--- src/sv/ddo_pkg.sv ---
// Shared types, constants and helpers for the differential-drive odometry block.
package ddo_pkg;

    // Configuration register indexes
    localparam logic REG_METERS_PER_TICK = 1'b0;
    localparam logic REG_TURN_PER_METER  = 1'b1;

    localparam logic [31:0] MPT_RESET = 32'd858993;
    localparam logic [31:0] TPM_RESET = 32'd2147483647;

    // CORDIC sizing
    localparam int unsigned CORDIC_STEPS_DEF = 16;
    localparam int unsigned ATAN_ENTRIES     = 24;
    localparam int unsigned ROT_W            = 50;
    localparam int unsigned ANG_W            = 34;

    // Shared multiplier operand and product widths
    localparam int unsigned MUL_W  = 33;
    localparam int unsigned PROD_W = 2 * MUL_W;

    // Reciprocal of the CORDIC gain, scaled by 2^32
    localparam logic [31:0] INV_GAIN = 32'd2608131496;

    localparam logic signed [PROD_W-1:0] S48_MAX = 66'sd140737488355327;
    localparam logic signed [PROD_W-1:0] S48_MIN = -66'sd140737488355328;

    // atan(2^-i) in units of 2^-32 turn, rounded
    localparam logic [31:0] ATAN_TAB [0:ATAN_ENTRIES-1] = '{
        32'd536870912, 32'd316933406, 32'd167458907, 32'd85004756,
        32'd42667331,  32'd21354465,  32'd10679838,  32'd5340245,
        32'd2670163,   32'd1335087,   32'd667544,    32'd333772,
        32'd166886,    32'd83443,     32'd41722,     32'd20861,
        32'd10430,     32'd5215,      32'd2608,      32'd1304,
        32'd652,       32'd326,       32'd163,       32'd81
    };

    // Sequencer states
    typedef enum logic [3:0] {
        S_IDLE,
        S_MUL_L,
        S_MUL_R,
        S_DR_CAP,
        S_DIFF,
        S_MAG,
        S_TH_HI,
        S_TH_LO,
        S_G_HI,
        S_G_LO,
        S_G_SUM,
        S_ROT_GO,
        S_ROT,
        S_ACC,
        S_DONE
    } t_state;

    // Clamp a signed value to the signed 48-bit range
    function automatic logic signed [47:0] sat48(input logic signed [PROD_W-1:0] v);
        logic signed [47:0] r;
        if (v > S48_MAX) begin
            r = S48_MAX[47:0];
        end else if (v < S48_MIN) begin
            r = S48_MIN[47:0];
        end else begin
            r = v[47:0];
        end
        return r;
    endfunction

endpackage

--- src/sv/ddo_mul.sv ---
// Shared signed multiplier with a registered product.
module ddo_mul (
    input  logic                                  i_clk,
    input  logic signed [ddo_pkg::MUL_W-1:0]      i_a,
    input  logic signed [ddo_pkg::MUL_W-1:0]      i_b,
    output logic signed [ddo_pkg::PROD_W-1:0]     o_p
);

    logic signed [ddo_pkg::PROD_W-1:0] r_p;

    // Register the product
    always_ff @(posedge i_clk) begin
        r_p <= i_a * i_b;
    end

    assign o_p = r_p;

endmodule

--- config.mk ---
export PLATFORM = sky130hd
export DESIGN_NAME = ddo_mul
export DESIGN_NICKNAME = d
export VERILOG_FILES = /design/src/sv/ddo_pkg.sv /design/src/sv/ddo_mul.sv
export SDC_FILE = /design/constraint.sdc
export NUM_CORES = 2
export LEC_CHECK = 0
export BUFFER_PORTS_ARGS = -buffer_cell sky130_fd_sc_hd__buf_2
export CORE_ASPECT_RATIO = 1.5
export CORE_MARGIN = 2
export CORE_UTILIZATION = 40
export CTS_CLUSTER_SIZE = 8
export DETAILED_ROUTE_END_ITERATION = 10
export PLACE_DENSITY = 0.52
export REMOVE_ABC_BUFFERS = 1
export SYNTH_ARGS = -nofsm -noshare
export SYNTH_HDL_FRONTEND = slang
export SYNTH_SLANG_ARGS = --single-unit
--- constraint.sdc ---
create_clock -name i_clk -period 9.2 [get_ports i_clk]
set_input_delay 0.46 -clock i_clk [delete_from_list [all_inputs] [get_ports i_clk]]
set_output_delay 0.46 -clock i_clk [all_outputs]
set_load 0.02 [all_outputs]
-- Yosys cells after proc, flatten, opt, wreduce, memory -nomap -nowiden
Cells that the tools add are included.
- multiply operators: 1
- operators with widths (kind ; number):
    33-bit by 33-bit multiplier with 66-bit output ; 1
- output and inout bits: 66
- input bits: 67
- logic and storage cells: 2
- flip-flop bits (word level): 66

-- Depth between registers and ports, before layout
- word-level depth: 1
- gate-level depth with buffers: 27
- depth with buffers taken out: 26

-- Least setup slack after synthesis
No wires, ideal clock.
- path kind: input-to-reg
- from: input port i_a[32] in the netlist's numbering
- to: register r_p (netlist bit o_p[62])
- slack: 1.504 ns
- cell stages on the path: 23
- data arrival time: 7.617 ns
- library setup time: 0.079 ns
- cell sequence: clkbuf_1 nand2_1 inv_1 fa_1 fa_1 fa_1 fa_1 fa_1 fa_1 fa_1 inv_1 fa_1 inv_1 ha_1 clkbuf_1 and3_1 nand3_1 nand2b_1 a2111oi_4 a211oi_4 a21o_2 a21o_1 a211oi_2
- longest elaborated chain between the ends: 1
- ends and longest elaborated chain (what ; RTL line ; source):
    from (decl) ; ddo_mul.sv:4 ; input logic signed [ddo_pkg::MUL_W-1:0] i_a,
    33-bit by 33-bit multiplier with 66-bit output ; ddo_mul.sv:13 ; r_p <= i_a * i_b;
    to (signal assigned) ; ddo_mul.sv:13 ;
    to (decl) ; ddo_mul.sv:9 ; logic signed [ddo_pkg::PROD_W-1:0] r_p;
Every way passes these cells.

-- Worst setup path in the final report
- from: input port i_b[3] in the netlist's numbering
- to: register r_p (netlist bit o_p[64])
- longest elaborated chain between the ends: 1
- ends and longest elaborated chain (what ; RTL line ; source):
    from (decl) ; ddo_mul.sv:5 ; input logic signed [ddo_pkg::MUL_W-1:0] i_b,
    33-bit by 33-bit multiplier with 66-bit output ; ddo_mul.sv:13 ;
Every way passes these cells.

==> metrics.txt <==
cell mode on critical path=fa_1; core area=between 100000 and 150000 µm²; area of the multi-input gates=between 30000 and 40000 µm²; DR vias=28430; final setup vio count=0; WP data required=around 9.5 ns; Least-Margin Pin Slew=1.166 ns; CP endpoint kind=register; # hold bufs at CTS=0; Endpoint, Worst Hold=o_p[0]; HP Start=i_b[0]; total grt overflow=0; largest net degree at the start of global routing=34; clk buf depth=2; Post-synth EDFFs=0; Routability Congestion=approximately 0.87; max-cap viol count=0; Netlist cell types=80; worst path cell trace=buf_2 -> nand2_1 -> inv_1 -> fa_1 -> fa_1 -> fa_1 -> fa_1 -> fa_1 -> fa_1 -> fa_1 -> inv_1 -> fa_1 -> inv_1 -> ha_1 -> nand4_1 -> nor2_1 -> nand2_1 -> nor3_1 -> o311ai_4 -> nand3_2 -> a211oi_1 -> a311oi_1; synth warn=0; WL/cell=between 20 and 25 µm; number of antenna violations at the first check in global routing=5; Initial Utilization=0.4029; Final min period=roughly 8.3 ns; Synth Flop Type=dfxtp_1; Row Count=~140; clock sink count=66; CTS root buf=clkbuf_16; worst relative slew slack=0.2201; hold path cells=2; RSZ-0062 raised after global routing=no; number of global-route vias before repair=roughly 33000; max reg flops=66; detailed router's first-iteration violation count=about 1200; vias per cell=between 5 and 6; arrival time at the worst endpoint=8.60 ns; Reg area=about 1300 µm²; die area=104500 µm²; Sum Neg Setup Slack=0 ns; detailed-route wire length=about 120 mm; fraction of layout cells with a size suffix above 1=0.05424; fmax=around 0.12 GHz; Post-Syn Area per Cell=approximately 9.4 µm²; Die Span Y=~390 µm; Post-Synthesis Cells=roughly 4300; Final ANT Viol Nets=0; number of fill cells in the layout=approximately 10000; part of the Yosys area used for sequential elements=0.03244; drt first pass iters=7; die width=~260 µm; CTS buffer count=9; area grow syn2layout=5.351%; Hold Path Class=in2reg; Post-Synthesis Cell Area=approximately 40000 µm²; fin. max-slew vios=0; GRT Util Overall=0.2438; CP max-delay cell=fa_1; status=finished, final reports clean; # H-tree levels=3; delay of the slowest cell on the worst path=around 0.90 ns; Boundary Pins=roughly 130; dpl hpwl=roughly 100 mm; clock slew seen by the registers of the worst setup and hold paths=0.06 ns; period utilization=0.9053; Final Hold Vio Count=0; CP max FO=33; count of buffers from port buffering=roughly 130; CP Launch Type=primary input; fraction of registers with async set/reset=0; CTS tree=yes; Worst Setup SP=i_b[3]; CP Class=in2reg; DRC=0; # resized after CTS=0; global-route wire length before repair=190.3 mm; synthesis-stage register bit count=66; NumNets Final=between 5000 and 6000; post-CTS repair timing setup buffer count=0
==> how the worst max path moves through the flow <==
stage                     endpoint
after CTS                  o_p[64]
after global routing       o_p[64]
after global placement     o_p[64]
after floorplan            o_p[62]
final                      o_p[64]
after detailed placement   o_p[64]
==> metal layers <==
metal / wire length (µm) / GRT usage / share of wire / vias to the layer above
met5: 0 / 0 / 0 / -
met4: 5982 / 0.1018 / 0.049 / 0
met3: 2678 / 0.01398 / 0.022 / 214
met2: 73190 / 0.5028 / 0.60 / 554
met1: 39950 / 0.2479 / 0.33 / 15400
li1: - / - / - / 12260
==> per-stage QoR <==
step | hold WS, ns | cells | utilization | setup WS, ns | area (µm²)
floorplan | 0.5817 | 4117 | - | 1.858 | 39880
detailed placement | 0.8749 | 5603 | 0.4209 | 0.4834 | 42540
CTS | 0.7326 | 5619 | 0.4245 | 0.8340 | 42910
global route | 0.7579 | 5619 | 0.4245 | 0.4823 | 42910
finish | 0.7359 | 5620 | 0.4245 | 0.8710 | 42910
global placement | 0.8765 | 5603 | 0.4209 | 0.5023 | 42540
==> worst max-delay path: cells and delay by family <==
kind                     cells  cell delay, ns
buffers and inverters        4            0.92
AO/OA/AOI/OAI                3            0.68
AND/OR/NAND/NOR              6            1.67
adder cells (fa/ha/maj)      9            4.83
==> synth_stat cells, drive strengths merged (33+ instances only) <==
cell	n	area share
xnor2	43	0.0092
inv	1131	0.10
ha	217	0.067
nor2	68	0.0063
fa	1145	0.56
dfxtp	66	0.032
o21ai	33	0.0042
a21o	38	0.0071
clkbuf	208	0.019
nand2	551	0.051
and2	563	0.087
a21oi	61	0.0080
==> cell type report <==
type,instances,area share
antenna,1,0.00005831
clock buffer,9,0.005248
clock inverter,7,0.003295
inverter,1131,0.09893
multi-input combinational,2920,0.7997
sequential,66,0.03079
tap,1305,0.03805
timing repair buffer,181,0.02397
==> cells by family (layout without fill, tap and decap cells) <==
group / Yosys count / in the layout / synth area share
AO/OA/AOI/OAI: 219 / 219 / 0.04067
XOR/XNOR: 68 / 68 / 0.01462
other: 0 / 1 / 0
AND/OR/NAND/NOR: 1271 / 1271 / 0.1578
adder cells (fa/ha/maj): 1362 / 1362 / 0.6294
buffers and inverters: 1352 / 1328 / 0.1251
flip-flops: 66 / 66 / 0.03244
==> placed cells by master, fill, tap and decap left out, types with 3 or more instances in the layout <==
cell,instances
inv_1,1130
or3_1,3
xor2_1,25
o31ai_4,3
o21bai_1,11
nand2b_1,12
a21o_1,36
clkbuf_16,9
a21oi_2,3
dfxtp_1,66
buf_4,49
nor2_1,68
ha_1,217
and2_1,562
nand3_1,25
o21ai_0,25
nor3_1,7
nand4_1,11
or2_2,3
o21a_1,6
a211oi_2,3
xnor2_1,43
a31oi_1,8
bufinv_16,4
and3_1,5
nor2b_1,5
nand2_1,551
a211oi_1,7
o211ai_1,4
a21oi_1,57
a211o_1,6
buf_2,132
and4_1,5
o21ai_1,6
fa_1,1145
Power is not shown: default switching activity piles up to over one toggle a cycle in this logic, so the estimate is an artifact.
