==> config.mk <==
export PLATFORM = sky130hd
export DESIGN_NAME = ddo_cordic
export DESIGN_NICKNAME = d
export VERILOG_FILES = /design/src/sv/ddo_pkg.sv /design/src/sv/ddo_cordic.sv
export SDC_FILE = /design/constraint.sdc
export NUM_CORES = 1
export LEC_CHECK = 0
export ABC_AREA = 1
export BUFFER_PORTS_ARGS = -buffer_cell sky130_fd_sc_hd__buf_2
export CORE_ASPECT_RATIO = 1.1
export CORE_MARGIN = 2
export CORE_UTILIZATION = 60
export DETAILED_ROUTE_END_ITERATION = 10
export PLACE_DENSITY = 0.81
export SYNTH_ARGS = -nofsm -noshare
export SYNTH_HDL_FRONTEND = slang
export SYNTH_SLANG_ARGS = --single-unit
==> constraint.sdc <==
create_clock -name i_clk -period 6.15 [get_ports i_clk]
set_clock_uncertainty 0.1 [all_clocks]
set_input_delay 0.3075 -clock i_clk [delete_from_list [all_inputs] [get_ports i_clk]]
set_output_delay 0.3075 -clock i_clk [all_outputs]
set_load 0.02 [all_outputs]
==> src/sv/ddo_pkg.sv <==
// Shared types, constants and helpers for the differential-drive odometry block.
package ddo_pkg;

    // Configuration register indexes
    localparam logic REG_METERS_PER_TICK = 1'b0;
    localparam logic REG_TURN_PER_METER  = 1'b1;

    localparam logic [31:0] MPT_RESET = 32'd858993;
    localparam logic [31:0] TPM_RESET = 32'd2147483647;

    // CORDIC sizing
    localparam int unsigned CORDIC_STEPS_DEF = 16;
    localparam int unsigned ATAN_ENTRIES     = 24;
    localparam int unsigned ROT_W            = 50;
    localparam int unsigned ANG_W            = 34;

    // Shared multiplier operand and product widths
    localparam int unsigned MUL_W  = 33;
    localparam int unsigned PROD_W = 2 * MUL_W;

    // Reciprocal of the CORDIC gain, scaled by 2^32
    localparam logic [31:0] INV_GAIN = 32'd2608131496;

    localparam logic signed [PROD_W-1:0] S48_MAX = 66'sd140737488355327;
    localparam logic signed [PROD_W-1:0] S48_MIN = -66'sd140737488355328;

    // atan(2^-i) in units of 2^-32 turn, rounded
    localparam logic [31:0] ATAN_TAB [0:ATAN_ENTRIES-1] = '{
        32'd536870912, 32'd316933406, 32'd167458907, 32'd85004756,
        32'd42667331,  32'd21354465,  32'd10679838,  32'd5340245,
        32'd2670163,   32'd1335087,   32'd667544,    32'd333772,
        32'd166886,    32'd83443,     32'd41722,     32'd20861,
        32'd10430,     32'd5215,      32'd2608,      32'd1304,
        32'd652,       32'd326,       32'd163,       32'd81
    };

    // Sequencer states
    typedef enum logic [3:0] {
        S_IDLE,
        S_MUL_L,
        S_MUL_R,
        S_DR_CAP,
        S_DIFF,
        S_MAG,
        S_TH_HI,
        S_TH_LO,
        S_G_HI,
        S_G_LO,
        S_G_SUM,
        S_ROT_GO,
        S_ROT,
        S_ACC,
        S_DONE
    } t_state;

    // Clamp a signed value to the signed 48-bit range
    function automatic logic signed [47:0] sat48(input logic signed [PROD_W-1:0] v);
        logic signed [47:0] r;
        if (v > S48_MAX) begin
            r = S48_MAX[47:0];
        end else if (v < S48_MIN) begin
            r = S48_MIN[47:0];
        end else begin
            r = v[47:0];
        end
        return r;
    endfunction

endpackage

==> src/sv/ddo_cordic.sv <==
// Iterative CORDIC rotator: one micro-rotation per cycle.
module ddo_cordic #(
    parameter int unsigned CORDIC_STEPS = ddo_pkg::CORDIC_STEPS_DEF
) (
    input  logic                               i_clk,
    input  logic                               i_rst_n,
    input  logic                               i_start,
    input  logic signed [ddo_pkg::ROT_W-1:0]   i_x0,
    input  logic signed [ddo_pkg::ANG_W-1:0]   i_z0,
    output logic                               o_done,
    output logic signed [ddo_pkg::ROT_W-1:0]   o_x,
    output logic signed [ddo_pkg::ROT_W-1:0]   o_y
);

    localparam int unsigned IW = (CORDIC_STEPS > 1) ? $clog2(CORDIC_STEPS) : 1;

    logic                              r_busy;
    logic                              r_done;
    logic [IW-1:0]                     r_i;
    logic signed [ddo_pkg::ROT_W-1:0]  r_x;
    logic signed [ddo_pkg::ROT_W-1:0]  r_y;
    logic signed [ddo_pkg::ANG_W-1:0]  r_z;

    logic signed [ddo_pkg::ROT_W-1:0]  xs;
    logic signed [ddo_pkg::ROT_W-1:0]  ys;
    logic signed [ddo_pkg::ANG_W-1:0]  ang;

    // Shifted terms and angle step for the current iteration
    always_comb begin
        xs  = r_x >>> r_i;
        ys  = r_y >>> r_i;
        ang = $signed({2'b00, ddo_pkg::ATAN_TAB[5'(r_i)]});
    end

    // Sequence control
    always_ff @(posedge i_clk) begin
        if (!i_rst_n) begin
            r_busy <= 1'b0;
            r_done <= 1'b0;
            r_i    <= '0;
        end else begin
            r_done <= 1'b0;
            if (i_start) begin
                r_busy <= 1'b1;
                r_i    <= '0;
            end else if (r_busy) begin
                if (r_i == IW'(CORDIC_STEPS - 1)) begin
                    r_busy <= 1'b0;
                    r_done <= 1'b1;
                end else begin
                    r_i <= r_i + 1'b1;
                end
            end
        end
    end

    // Rotate toward zero residual angle
    always_ff @(posedge i_clk) begin
        if (i_start) begin
            r_x <= i_x0;
            r_y <= '0;
            r_z <= i_z0;
        end else if (r_busy) begin
            if (!r_z[ddo_pkg::ANG_W-1]) begin
                r_x <= r_x - ys;
                r_y <= r_y + xs;
                r_z <= r_z - ang;
            end else begin
                r_x <= r_x + ys;
                r_y <= r_y - xs;
                r_z <= r_z + ang;
            end
        end
    end

    assign o_done = r_done;
    assign o_x    = r_x;
    assign o_y    = r_y;

endmodule

# Yosys cells after proc, flatten, opt, wreduce, memory -nomap -nowiden
# Memories as Yosys holds them, arrays and structs flattened.
# Index checks and enable logic that the tools add are counted.
[word_totals]
regBits = 140
romBits = 1024
output_inout_bits = 101
wordCells = 39
mem_count = 1
[memory_table]
columns = ["memory", "words", "width", "rd", "rd_clocked_by_memory_dff", "write_ports", "line_no", "rtl"]
rows = [
  ["(name not given)", 32, 32, 1, 0, 0, "ddo_cordic.sv:32", "ang = $signed({2'b00, ddo_pkg::ATAN_TAB[5'(r_i)]});"],
]
[op_classes]
addsub = 7
order_cmp = 1
n_eq_ne = 1
shifts = 2
mux = 13
bitwise = 4
n_reduce_logical = 4
[op_table]
columns = ["cell", "count"]
rows = [
  ["two-way mux 50 bit", 4],
  ["two-way mux 34 bit", 3],
  ["adder 50 bit", 2],
  [">>> shifter 50 x 4 -> 50 bit", 2],
  ["subtractor 50 bit", 2],
  ["two-way mux 32 bit", 2],
  ["adder 34 x 33 -> 34 bit", 1],
  ["subtractor 34 x 33 -> 34 bit", 1],
  [">= comparator 6 bit (second input constant)", 1],
  ["inverter 4 -> 6 bit", 1],
  ["adder 4 x 1 -> 4 bit (second input constant)", 1],
  ["equality test 4 bit (second input constant)", 1],
  ["two-way mux 1 bit", 4],
  ["inverter 1 bit", 3],
  ["OR reduction 3 bit", 1],
  ["AND reduction 2 bit", 1],
  ["nonzero test 2 bit", 1],
  ["OR reduction 2 bit", 1],
]

# Depth between registers and ports, before layout
[logic_depth]
ltp_word = 8
depth_mapped = 36

# Worst setup path after synthesis
# No wires, ideal clock.
[synth_timing]
path_type = "register to register"
start = "register r_i[1]"
end = "register r_z[33] in the netlist's numbering (data pin)"
t_arrival_ns = 4.284
t_required_ns = 5.786
slack_ns = 1.502
stages_incl_launch_ff = 30
path_buffers = 4
cell_sequence = "dfxtp_1 -> buf_6 -> inv_2 -> buf_4 -> buf_6 -> buf_2 -> ha_1 -> o21ai_0 -> inv_1 -> o21ai_1 -> o21ai_1 -> inv_1 -> ha_1 -> nand4_1 -> nor2_1 -> inv_1 -> nor2_1 -> nand3_1 -> nand2_1 -> xor2_1 -> ha_1 -> a21oi_1 -> inv_1 -> nor2_1 -> inv_1 -> a211oi_1 -> nand2_1 -> a31oi_1 -> xor2_1 -> o21ai_1"
[synth_via]
elab_chain_cells = 8
word_cells_on_any_way = 9
classes_between = "add/sub (2); mux (5); bitwise (1); memory (1)"
[synth_rtl]
columns = ["element", "line_no", "rtl"]
rows = [
  ["from (decl)", "ddo_cordic.sv:19", "logic [IW-1:0] r_i;"],
  ["from (signal assigned)", "ddo_cordic.sv:51", "r_i <= r_i + 1'b1;"],
  ["inverter 4 -> 6 bit (not written as such) *", "ddo_cordic.sv:32", ""],
  ["memory read (32 x 32 bit) *", "-", ""],
  ["two-way mux 32 bit (not written as such) * (2 in a row)", "ddo_cordic.sv:32", ""],
  ["subtractor 34 x 33 -> 34 bit / adder 34 x 33 -> 34 bit (equally long branches)", "ddo_cordic.sv:67, ddo_cordic.sv:71", ""],
  ["two-way mux 34 bit *", "ddo_cordic.sv:64", "if (!r_z[ddo_pkg::ANG_W-1]) begin"],
  ["two-way mux 34 bit *", "ddo_cordic.sv:63", "end else if (r_busy) begin"],
  ["two-way mux 34 bit *", "ddo_cordic.sv:59", "if (i_start) begin"],
  ["to (signal assigned)", "ddo_cordic.sv:62", "r_z <= i_z0;"],
  ["to (signal assigned)", "ddo_cordic.sv:67", "r_z <= r_z - ang;"],
  ["to (signal assigned)", "ddo_cordic.sv:71", "r_z <= r_z + ang;"],
  ["to (decl)", "ddo_cordic.sv:22", "logic signed [ddo_pkg::ANG_W-1:0] r_z;"],
]
# Mark *: on every way between the ends. The rest lies on a longest branch, timed or not. The select of a mux whose other input is x is not followed.
# A chain may end at the register's enable or synchronous reset.

# Worst setup path in the final report
[layout_timing]
start = "register r_i[0]"
end = "register r_x, in the netlist o_x[45] (data pin)"
[layout_via]
elab_chain_cells = 5
word_cells_on_any_way = 6
classes_between = "add/sub (2); shift (1); mux (3)"
[layout_rtl]
columns = ["element", "line_no", "rtl"]
rows = [
  [">>> shifter 50 x 4 -> 50 bit *", "ddo_cordic.sv:31", "ys = r_y >>> r_i;"],
  ["subtractor 50 bit / adder 50 bit (equally long branches)", "ddo_cordic.sv:65, ddo_cordic.sv:69", ""],
  ["two-way mux 50 bit *", "ddo_cordic.sv:64", ""],
  ["two-way mux 50 bit *", "ddo_cordic.sv:63", ""],
  ["two-way mux 50 bit *", "ddo_cordic.sv:59", ""],
  ["to (signal assigned)", "ddo_cordic.sv:60", "r_x <= i_x0;"],
  ["to (signal assigned)", "ddo_cordic.sv:65", "r_x <= r_x - ys;"],
  ["to (signal assigned)", "ddo_cordic.sv:69", "r_x <= r_x + ys;"],
  ["to (decl)", "ddo_cordic.sv:20", "logic signed [ddo_pkg::ROT_W-1:0] r_x;"],
]
# Marks and branches as above.

==> flow_metrics.tcl <==
set metrics [dict create \
    p_leak_nw 12.5 \
    cp.required_ns 6.28 \
    synth_warnings 0 \
    routed-wl-met2_um 37100 \
    dr_wl_met3_um 7180 \
    synth_area_mm2 0.0226 \
    period_minus_slack_ns 5.84 \
    numCtsBuffers 17 \
    track_usage 0.407 \
    p_per_area_mw_per_mm2 619 \
    ys_top_cells_by_count "1,073 x nand2_1, 458 x nand3_1, 442 x inv_1, 356 x nor2_1, 253 x a21oi_1" \
    diodes 0 \
    syn2layout_area_growth_pct 10.3 \
    port-buffer-count 187 \
    place.gp.congestion 1.00 \
    synth_top_family_by_area "simple AND/OR/NAND/NOR gates" \
    design.core.area_mm2 0.0371 \
    rsz0062_at_grt "false" \
    pin_count 188 \
    finalCritPeriodShare 0.950 \
    crit_path_frequent_cell "nand2_1" \
    num_rows 74 \
    worstSetupPathType "flip-flop to flip-flop" \
    dr.pass1.iters 8 \
    fin_tns_setup_ns 0 \
    synth_most_common_cell "nand2_1" \
    antenna_left 0 \
    drive_above_1_share 0.104 \
    dp_hpwl_um 64800 \
    num-fill-cells 3714 \
    fp.dieH_um 207 \
    htreeDepth 4 \
    synthAdderAreaFrac 0.0820 \
    setup_viol 0 \
    r2r_setup_slack_ns 0.31 \
    cts_setup_buffers 0 \
    synthMuxAreaShare 0.00311 \
    synth_cell_type_count 62 \
    cts_tree "done" \
    drc_errors 0 \
    initial_utilization 0.607 \
    synth_top_cell_area_share 0.179 \
    async_flop_share 0 \
    max_freq_ghz 0.171 \
    synth-seq-cells 140 \
    drt_iter0_markers 3211 \
    end_kind "flip-flop" \
    yosysTopAreaCell "nand2_1" \
    die_area_mm2 0.0392 \
    synth_cells 3857 \
    synthFlopType "edfxtp_1" \
    die_width_um 189 \
    slew_viol_final 0 \
    status "completed" \
    synth_compound_area_frac 0.184 \
    synth_nets 4090 \
    grt_pass1_wl_um 128000 \
    wirelength_met1_um 34100 \
    highest_layer "met4" \
    fin_ws_ns 0.309 \
    ir_worst_vdd_v 0.000444 \
    grt_max_degree 108 \
    cp_max_fo 61 \
    start_kind "flip-flop" \
    avgViaCountPerCell 5.94 \
    synthXorXnorAreaFrac 0.0614 \
    syn_area_per_cell_um2 5.85 \
    path_clk_slew_ns 0.07 \
    wire_per_inst_um 18.0 \
    synth_edf_count 84 \
    antenna_found_initial 0 \
    tightest_slew_ns 0.884 \
    clock_latency_ns 0.48 \
    dp_slack_ns 0.412 \
    vias 26935 \
    relSlewSlack 0.401 \
    grt_overflow_total 0 \
    hold_viol 0 \
    ys_seq_area_frac 0.162 \
    postLayoutCellArea_mm2 0.0249 \
    max_cap_viol_count 0 \
    p_total_mw 15.4 \
    post_dp_cell_area_mm2 0.0238 \
    grt_pass1_vias 25163 \
    cts_root_buf "clkbuf_16" \
    cts_buffer_depth 2 \
    hp-class "input port to flip-flop" \
    nets 4260 \
    crit_arrival_ns 5.97 \
    synth.area.top_cells "nand2_1 18%, edfxtp_1 11%, nand3_1 10%, ha_1 7.9%, inv_1 7.4%" \
    yosys.area_share.simple 0.396 \
    slowest_stage "dfxtp_4" \
    routed_wirelength_um 81700 \
    slowest_delay_ns 0.59 \
    cts.sinks 140 \
]
[worst max-delay path: cells and delay by family, from the launching register on]
family / cells / cell delay, ns
buffers and inverters: 6 / 0.82
DFF: 1 / 0.59
and+or+nand+nor: 17 / 2.01
adders and majority gates: 2 / 0.67
AOI/OAI and AO/OA: 5 / 1.12
xor gates and xnor gates: 1 / 0.27
[sequential cells by signal, summed over array words and instances, names as in the netlist]
| register | flops |
|---|---|
| o_done | 1 |
| r_i | 4 |
| r_z | 34 |
| o_x | 50 |
| r_busy | 1 |
| o_y | 50 |
[cells in the final DEF (no fill, tap or decap), types with 28 or more instances in the layout]
master,n
nand2_1,1072
nand3_1,458
inv_1,441
nor2_1,355
a21oi_1,253
o21ai_0,218
buf_2,186
ha_1,143
xor2_1,100
edfxtp_1,84
o21ai_1,62
a31oi_1,58
xnor2_1,58
or2_2,56
dfxtp_1,52
buf_4,47
dlygate4sd3_1,46
nor3_1,31
o21a_1,29
nand4_1,28
[through the flow]
stage	cells	util	hold slack, ns
final	4534	0.670	0.00651
after floorplan	3857	-	0.360
after global routing	4534	0.670	0.0192
after global placement	4456	0.642	0.466
after CTS	4534	0.670	0.000196
after detailed placement	4456	0.642	0.473
[worst paths after layout]
kind / from / end / depth (start not counted)
min: i_x0[10] / o_x[10] / 3
max: r_i[0] / o_x[45] / 31
min reg2reg: o_y[9] / o_y[9] / 2
max reg2reg: r_i[0] / o_x[45] / 31
[cell type report]
type | instances | area (um2) | area share
Timing Repair Buffer | 288 | 1920 | 0.0770
Multi-Input combinational cell | 3125 | 16400 | 0.659
Clock buffer | 19 | 454 | 0.0183
Tap cell | 494 | 618 | 0.0248
Clock inverter | 13 | 128 | 0.00513
Sequential cell | 140 | 3650 | 0.147
Inverter | 455 | 1710 | 0.0688
[report_power, final]
group / internal [mW] / total [mW] / switching [mW]
Clock: 0.590 / 1.09 / 0.503
Combinational: 4.20 / 12.2 / 8.04
Sequential: 1.49 / 2.06 / 0.568
[routing by layer]
metal,up-vias,track usage
li1,13161,-
met1,12130,0.536
met2,1440,0.664
met3,204,0.0556
met4,0,0.177
met5,-,0
[cells by family (layout without fill, tap and decap cells)]
group           after synthesis  in the layout
buf+inv                     592            775
compound gates              733            733
mux                           7              7
xor+xnor                    158            158
simple gates               2081           2081
fa+ha+maj                   146            146
flops                       140            140
[timing repair]
| action | 4_1_cts | 5_1_grt |
|---|---|---|
| hold buffers | 46 | 0 |
| gates resized for setup | 0 | 5 |
| endpoints found under the setup margin | 0 | 9 |
| hold endpoints to repair | 46 | 0 |
(Power assumes the default switching activity.)
